$ cat src/sv/kpd_pkg.sv
// Shared types and constants for the keypad scan, debounce and combo block.
// Used by kpd_engine and keypad_scan_debounce_combo_core; no dependencies.
package kpd_pkg;

    localparam int ROWS = 4;
    localparam int COLS = 4;
    localparam int SCAN_COLS = (COLS < 4) ? COLS : 4;

    localparam int TICK_W = 16;
    localparam int KEY_W = 4;
    localparam int HIST_DEPTH = 3;

    localparam logic [KEY_W-1:0] KEY_D_POS = 4'd15;

    localparam logic [TICK_W-1:0] DEBOUNCE_RESET = 16'd200;
    localparam logic [TICK_W-1:0] WINDOW_RESET = 16'd1000;

    typedef enum logic {
        CMD_TICK = 1'b0,
        CMD_ROW_EDGE = 1'b1
    } cmd_t;

    typedef enum logic {
        REG_DEBOUNCE = 1'b0,
        REG_WINDOW = 1'b1
    } reg_index_t;

    typedef struct packed {
        logic fire;
        logic [KEY_W-1:0] key_position;
        logic triple_d;
    } kpd_result_t;

endpackage

$ cat src/sv/kpd_engine.sv
// Debounce timer, column scan, key history and triple-D combo detection.
// Processes one accepted beat per cycle; depends on kpd_pkg.
module kpd_engine (
    input  logic                        aclk,
    input  logic                        aresetn,
    input  logic                        cfg_wr_en,
    input  logic                        cfg_index,
    input  logic [kpd_pkg::TICK_W-1:0]  cfg_data,
    input  logic                        in_accept,
    input  logic                        in_cmd,
    input  logic [1:0]                  in_row_index,
    input  logic [3:0]                  in_column_levels,
    output kpd_pkg::kpd_result_t        result
);

    logic [kpd_pkg::TICK_W-1:0] debounce_reg;
    logic [kpd_pkg::TICK_W-1:0] window_reg;
    logic [kpd_pkg::TICK_W-1:0] since_reg, since_next;
    logic [kpd_pkg::KEY_W-1:0]  key_reg [kpd_pkg::HIST_DEPTH];
    logic [kpd_pkg::KEY_W-1:0]  key_next [kpd_pkg::HIST_DEPTH];
    logic [kpd_pkg::TICK_W-1:0] age_reg [kpd_pkg::HIST_DEPTH];
    logic [kpd_pkg::TICK_W-1:0] age_next [kpd_pkg::HIST_DEPTH];
    logic [kpd_pkg::HIST_DEPTH-1:0] valid_reg, valid_next;

    logic                       row_ok;
    logic                       found;
    logic [2:0]                 col_sel;
    logic [4:0]                 pos_full;
    logic [kpd_pkg::KEY_W-1:0]  pos;

    assign row_ok = {2'b00, in_row_index} < 4'(kpd_pkg::ROWS);

    always_comb begin
        found = 1'b0;
        col_sel = '0;
        for (int c = kpd_pkg::SCAN_COLS - 1; c >= 0; c--) begin
            if (!in_column_levels[c]) begin
                found = 1'b1;
                col_sel = 3'(c);
            end
        end
        pos_full = 5'(in_row_index) * 5'(kpd_pkg::COLS) + 5'(col_sel);
        pos = pos_full[kpd_pkg::KEY_W-1:0];
    end

    always_comb begin
        since_next = since_reg;
        valid_next = valid_reg;
        for (int i = 0; i < kpd_pkg::HIST_DEPTH; i++) begin
            key_next[i] = key_reg[i];
            age_next[i] = age_reg[i];
        end
        result = '0;
        if (in_accept) begin
            if (in_cmd == kpd_pkg::CMD_TICK) begin
                since_next = (since_reg == '1) ? since_reg : since_reg + 1'b1;
                for (int i = 0; i < kpd_pkg::HIST_DEPTH; i++) begin
                    age_next[i] = (age_reg[i] == '1) ? age_reg[i] : age_reg[i] + 1'b1;
                end
            end else if (row_ok && since_reg >= debounce_reg) begin
                since_next = '0;
                if (found) begin
                    for (int i = kpd_pkg::HIST_DEPTH - 1; i > 0; i--) begin
                        key_next[i] = key_reg[i-1];
                        age_next[i] = age_reg[i-1];
                        valid_next[i] = valid_reg[i-1];
                    end
                    key_next[0] = pos;
                    age_next[0] = '0;
                    valid_next[0] = 1'b1;
                    result.fire = 1'b1;
                    result.key_position = pos;
                    result.triple_d = valid_reg[0] && valid_reg[1]
                        && key_reg[0] == kpd_pkg::KEY_D_POS
                        && key_reg[1] == kpd_pkg::KEY_D_POS
                        && pos == kpd_pkg::KEY_D_POS
                        && age_reg[1] < window_reg;
                end
            end
        end
    end

    always_ff @(posedge aclk) begin
        if (!aresetn) begin
            debounce_reg <= kpd_pkg::DEBOUNCE_RESET;
            window_reg <= kpd_pkg::WINDOW_RESET;
            since_reg <= '0;
            valid_reg <= '0;
        end else begin
            if (cfg_wr_en) begin
                unique case (cfg_index)
                    kpd_pkg::REG_DEBOUNCE: debounce_reg <= cfg_data;
                    kpd_pkg::REG_WINDOW:   window_reg <= cfg_data;
                    default: ;
                endcase
            end
            since_reg <= since_next;
            valid_reg <= valid_next;
        end
    end

    always_ff @(posedge aclk) begin
        if (!aresetn) begin
            for (int i = 0; i < kpd_pkg::HIST_DEPTH; i++) begin
                key_reg[i] <= '0;
                age_reg[i] <= '0;
            end
        end else begin
            for (int i = 0; i < kpd_pkg::HIST_DEPTH; i++) begin
                key_reg[i] <= key_next[i];
                age_reg[i] <= age_next[i];
            end
        end
    end

    a_fire_clears_timer: assert property (@(posedge aclk) disable iff (!aresetn)
        result.fire |=> since_reg == '0)
        else $error("debounce timer not restarted after a reported key");

    a_fire_pushes_history: assert property (@(posedge aclk) disable iff (!aresetn)
        result.fire |=> valid_reg[0] && key_reg[0] == $past(result.key_position)
            && age_reg[0] == '0)
        else $error("reported key not pushed into history");

    a_tick_never_fires: assert property (@(posedge aclk) disable iff (!aresetn)
        (in_accept && in_cmd == kpd_pkg::CMD_TICK) |-> !result.fire)
        else $error("tick beat produced a result");

    a_triple_is_d: assert property (@(posedge aclk) disable iff (!aresetn)
        (result.fire && result.triple_d) |-> result.key_position == kpd_pkg::KEY_D_POS
            && valid_reg[1])
        else $error("combo flagged without D keys in history");

    a_valid_ordered: assert property (@(posedge aclk) disable iff (!aresetn)
        (!valid_reg[2] || valid_reg[1]) && (!valid_reg[1] || valid_reg[0]))
        else $error("history valid bits out of order");

endmodule

$ cat src/sv/keypad_scan_debounce_combo_core.sv
// Keypad scan, debounce and triple-D combo block: stream ports and result register.
// Depends on kpd_pkg and kpd_engine.
//
// Usage: the input stream carries tick beats (s_tuser = 0), one per millisecond,
// and row-edge beats (s_tuser = 1) with the row index and the sampled column
// levels in s_tdata. An accepted edge that follows at least debounce_ticks
// ticks after the last edge that passed this check and shows a low column yields one
// result beat: the key position and the triple-D flag. Other beats yield none.
// The configuration port writes debounce_ticks (index 0) and
// combo_window_ticks (index 1), with no read-back.
// Throughput is one input beat per cycle while s_tready is high; the whole update is done by the
// logic between the input handshake and the result register, so a result
// appears on the output in the cycle after its edge is accepted.
// s_tready stays high while the result register is empty or being taken; if
// the receiver stalls with a result pending, s_tready drops until it is taken.
// Reset restores the register defaults (200 and 1000), clears the timer and
// empties the key history and the result register.
module keypad_scan_debounce_combo_core (
    input  logic        aclk,
    input  logic        aresetn,
    input  logic        cfg_wr_en,
    input  logic        cfg_index,
    input  logic [15:0] cfg_data,
    input  logic        s_tvalid,
    output logic        s_tready,
    input  logic [7:0]  s_tdata,   // row_index[1:0], column_levels[5:2], zero fill
    input  logic        s_tuser,   // cmd
    output logic        m_tvalid,
    input  logic        m_tready,
    output logic [7:0]  m_tdata    // key_position[3:0], triple_d[4], zero fill
);

    kpd_pkg::kpd_result_t result;
    logic                 in_accept;
    logic                 m_valid_reg;
    logic [4:0]           m_data_reg;

    assign s_tready = !m_valid_reg || m_tready;
    assign in_accept = s_tvalid && s_tready;

    kpd_engine u_engine (
        .aclk             (aclk),
        .aresetn          (aresetn),
        .cfg_wr_en        (cfg_wr_en),
        .cfg_index        (cfg_index),
        .cfg_data         (cfg_data),
        .in_accept        (in_accept),
        .in_cmd           (s_tuser),
        .in_row_index     (s_tdata[1:0]),
        .in_column_levels (s_tdata[5:2]),
        .result           (result)
    );

    always_ff @(posedge aclk) begin
        if (!aresetn) begin
            m_valid_reg <= 1'b0;
        end else if (result.fire) begin
            m_valid_reg <= 1'b1;
        end else if (m_tready) begin
            m_valid_reg <= 1'b0;
        end
    end

    always_ff @(posedge aclk) begin
        if (result.fire) begin
            m_data_reg <= {result.triple_d, result.key_position};
        end
    end

    assign m_tvalid = m_valid_reg;
    assign m_tdata = {3'b000, m_data_reg};

endmodule

$ cat config.mk
export PLATFORM = sky130hd
export DESIGN_NAME = keypad_scan_debounce_combo_core
export DESIGN_NICKNAME = d
export VERILOG_FILES = /design/src/sv/kpd_pkg.sv /design/src/sv/kpd_engine.sv /design/src/sv/keypad_scan_debounce_combo_core.sv
export SDC_FILE = /design/constraint.sdc
export NUM_CORES = 1
export LEC_CHECK = 0
export BUFFER_PORTS_ARGS = -buffer_cell sky130_fd_sc_hd__buf_2
export CORE_MARGIN = 5
export CORE_UTILIZATION = 30
export DETAILED_ROUTE_END_ITERATION = 6
export PLACE_DENSITY = 0.44
export SYNTH_ARGS = -nofsm -noshare
export SYNTH_HDL_FRONTEND = slang
export SYNTH_SLANG_ARGS = --single-unit
$ cat constraint.sdc
create_clock -name aclk -period 7.15 [get_ports aclk]
set_input_delay 1.0725 -clock aclk [delete_from_list [all_inputs] [get_ports aclk]]
set_output_delay 1.0725 -clock aclk [all_outputs]
set_load 0.02 [all_outputs]
==> out/qor.csv <==
metric,value,unit
outcome,completed,
Pins Over Slew Limit,0,
worst path arrival time,3.65,ns
final-layout setup total negative slack,0,ns
Peak Freq,292.0,MHz
Slew headroom,0.2339,
Iter 0 DRT Violations,466,
RSZ-0062 raised after global routing,false,
global-route wire length before repair,26170,um
CP max-delay cell,and2_1,
largest net degree at the start of global routing,66,
pre-CTS setup slack,3.345,ns
clk_skew,0.008821,ns
clock slew at the register clock pins of the worst setup and hold paths,0.07,ns
fin util,0.3369,
Final WS setup,3.725,ns
Largest register FFs,32,
Initial DRT Pass Iterations,5,
Port Buffers,35,
cts hold-fix bufs,0,
Clock Latency Late Sink,0.35,ns
CTS Root Cell,clkbuf_16,
fin crit period,3.425,ns
post-CTS resize count,0,
"wirelength, routed",15990,um
critical path class,input pin to flop,
period utilisation layout,0.4790,
"EDFF count, synth",13,
routed len/inst,17.61,um
CTS max path bufs,2,
Synth top area share,0.3061,
TritonCTS buffer count,9,
PnR Total Power,1.150,mW
Antenna Nets Post-Route,0,
residual DRC count,0,
Nets,739,
critical path data required time,7.38,ns
Syn. warnings,0,
"Seq/Total Area, Yosys",0.3781,
I/O Pins,41,
largest cells by area after synthesis,"dfxtp_1 31%, ha_1 7.8%, edfxtp_1 7.2%, nand2_1 6.8%, a21oi_1 5.8%",
Syn Inst Count,662,
grt ovf,0,
Inserted Diodes,0,
"area leader, netlist",dfxtp_1,
vias,5084,
Max-Cap Viols,0,
syn_area_per_cell,8.199,um^2
final hold viol count,0,
# rows,49,
vias in the first global route,4941,
Seq cells post-synth,96,
ys async rst share,0,
Die Ht,144.5,um
final setup fails,0,
Post-synth top flop,dfxtp_1,
Netlist Area Pre-Place,5428,um^2
synth unique cells,58,
share of layout cells above drive strength 1,0.09573,
initial cell density of the core,0.3032,
Syn-to-layout area delta,11.13,%
area after detailed placement,5744,um^2
critical path peak fanout,20,
setup bufs post-CTS,0,
hpwl dp,11230,um
Worst path top cell family by delay,simple AND/OR/NAND/NOR gates,
Least-Margin Pin Slew,1.149,ns
HP Class,flop to flop,
H-Tree Level Count,3,
"Design Area, Final",6032,um^2
CP endpoint kind,flop,
via/cell ratio,5.599,
crit path buf inv count,2,
pwr/cell area,190.6,nW/um^2
crit-path cells,"buf_2, nand2b_1, and2_1, nand2_1, a31o_2, o21ai_1, buf_4, a21oi_1",
Core Box Area,17900,um^2
final RePlAce weighted congestion,0.7784,
Die ar.,20880,um^2
Clock Sinks,96,
initial antenna violation count,0,
Max stage delay on crit path,0.67,ns
Static Leakage,2.238,nW
Fill cells,1940,
TritonCTS clock tree,done,
crit path launch type,input pin,
GRT Overall Usage,0.1570,
maximum vdd drop,0.0001399,V
Die X,144.5,um
## layer usage
metal  GRT usage  wire (um)  up-vias
li1            -          -     2476
met1      0.2166       7572     2466
met5           0          0        -
met4     0.04320        234        0
met3     0.03340        737       17
met2      0.2490       7442      125
## cell usage in the layout (no fill, tap or decap), drive strengths merged, types with 10 or more instances in the layout
| cell | instances |
|---|---|
| and2 | 14 |
| or4 | 12 |
| ha | 34 |
| nand3 | 23 |
| nor2 | 26 |
| edfxtp | 13 |
| nand4 | 31 |
| clkbuf | 10 |
| o21ai | 17 |
| o32ai | 10 |
| nand2 | 98 |
| o211ai | 15 |
| buf | 40 |
| o31ai | 16 |
| inv | 43 |
| nor4 | 16 |
| dfxtp | 83 |
| nor3 | 14 |
| and3 | 14 |
| a21oi | 63 |
| or3 | 10 |
## final timing paths
| check | startpoint | end | slack, ns | cells past startpoint |
|---|---|---|---|---|
| worst max-delay path | m_tready | u_engine.age_reg[0][0]$_SDFFE_PN0P_ | 3.73 | 8 |
| worst max register to register | u_engine.since_reg[13]$_SDFFE_PN0P_ | u_engine.age_reg[0][30]$_SDFFE_PN0P_ | 3.81 | 7 |
| worst min register to register | u_engine.debounce_reg[9]$_SDFFE_PN0P_ | u_engine.debounce_reg[9]$_SDFFE_PN0P_ | 0.46 | 2 |
| worst min-delay path | u_engine.debounce_reg[9]$_SDFFE_PN0P_ | u_engine.debounce_reg[9]$_SDFFE_PN0P_ | 0.46 | 2 |
## kinds of logic (layout without fill, tap and decap cells)
| kind of cell | after synthesis | in the layout | synth area share |
|---|---|---|---|
| muxes | 7 | 7 | 0.01291 |
| DFF | 96 | 96 | 0.3781 |
| AOI/OAI and AO/OA | 168 | 168 | 0.2040 |
| adders and majority gates | 34 | 34 | 0.07838 |
| other | 1 | 3 | 0.0006909 |
| and+or+nand+nor | 275 | 275 | 0.2628 |
| buffers and inverters | 81 | 96 | 0.06316 |
## power breakdown
part / switching, mW / leakage, nW / total (mW) / internal (mW)
Clock: 0.228 / 0.144 / 0.479 / 0.250
Combinational: 0.0694 / 1.29 / 0.103 / 0.0338
Sequential: 0.00844 / 0.808 / 0.568 / 0.560
Total: 0.306 / 2.24 / 1.15 / 0.844
## layout make-up
cell class              count  area (um^2)  area share
multi-input cells         487         3043      0.5045
repair buffers             40        212.7     0.03526
inverters                  40        150.1     0.02489
well taps                 229        286.5     0.04750
clock inverters             6        48.80    0.008090
clock buffers              10        239.0     0.03962
flip-flops and latches     96         2052      0.3402
## per-stage QoR
| stage | hold slack [ns] | cells |
|---|---|---|
| global placement | 0.4475 | 892 |
| detailed placement | 0.4505 | 892 |
| floorplan | 0.4363 | 664 |
| CTS | 0.4611 | 908 |
| finish | 0.4581 | 908 |
| global route | 0.4814 | 908 |
## worst min-delay path: stages (launching register included)
cell and delay [ns]:
dfxtp_1 0.31, nand2_1 0.05, a21oi_1 0.05
## Yosys cell counts, types with 14 or more instances
cell      number
nor2_1        26
nand4_1       30
o211ai_1      15
clkbuf_1      24
nand3_1       22
nor4_1        15
inv_1         40
and3_1        14
o21ai_0       17
nand2_1       98
a21oi_1       63
ha_1          34
dfxtp_1       83
o31ai_1       16
(Power assumes the default switching activity.)
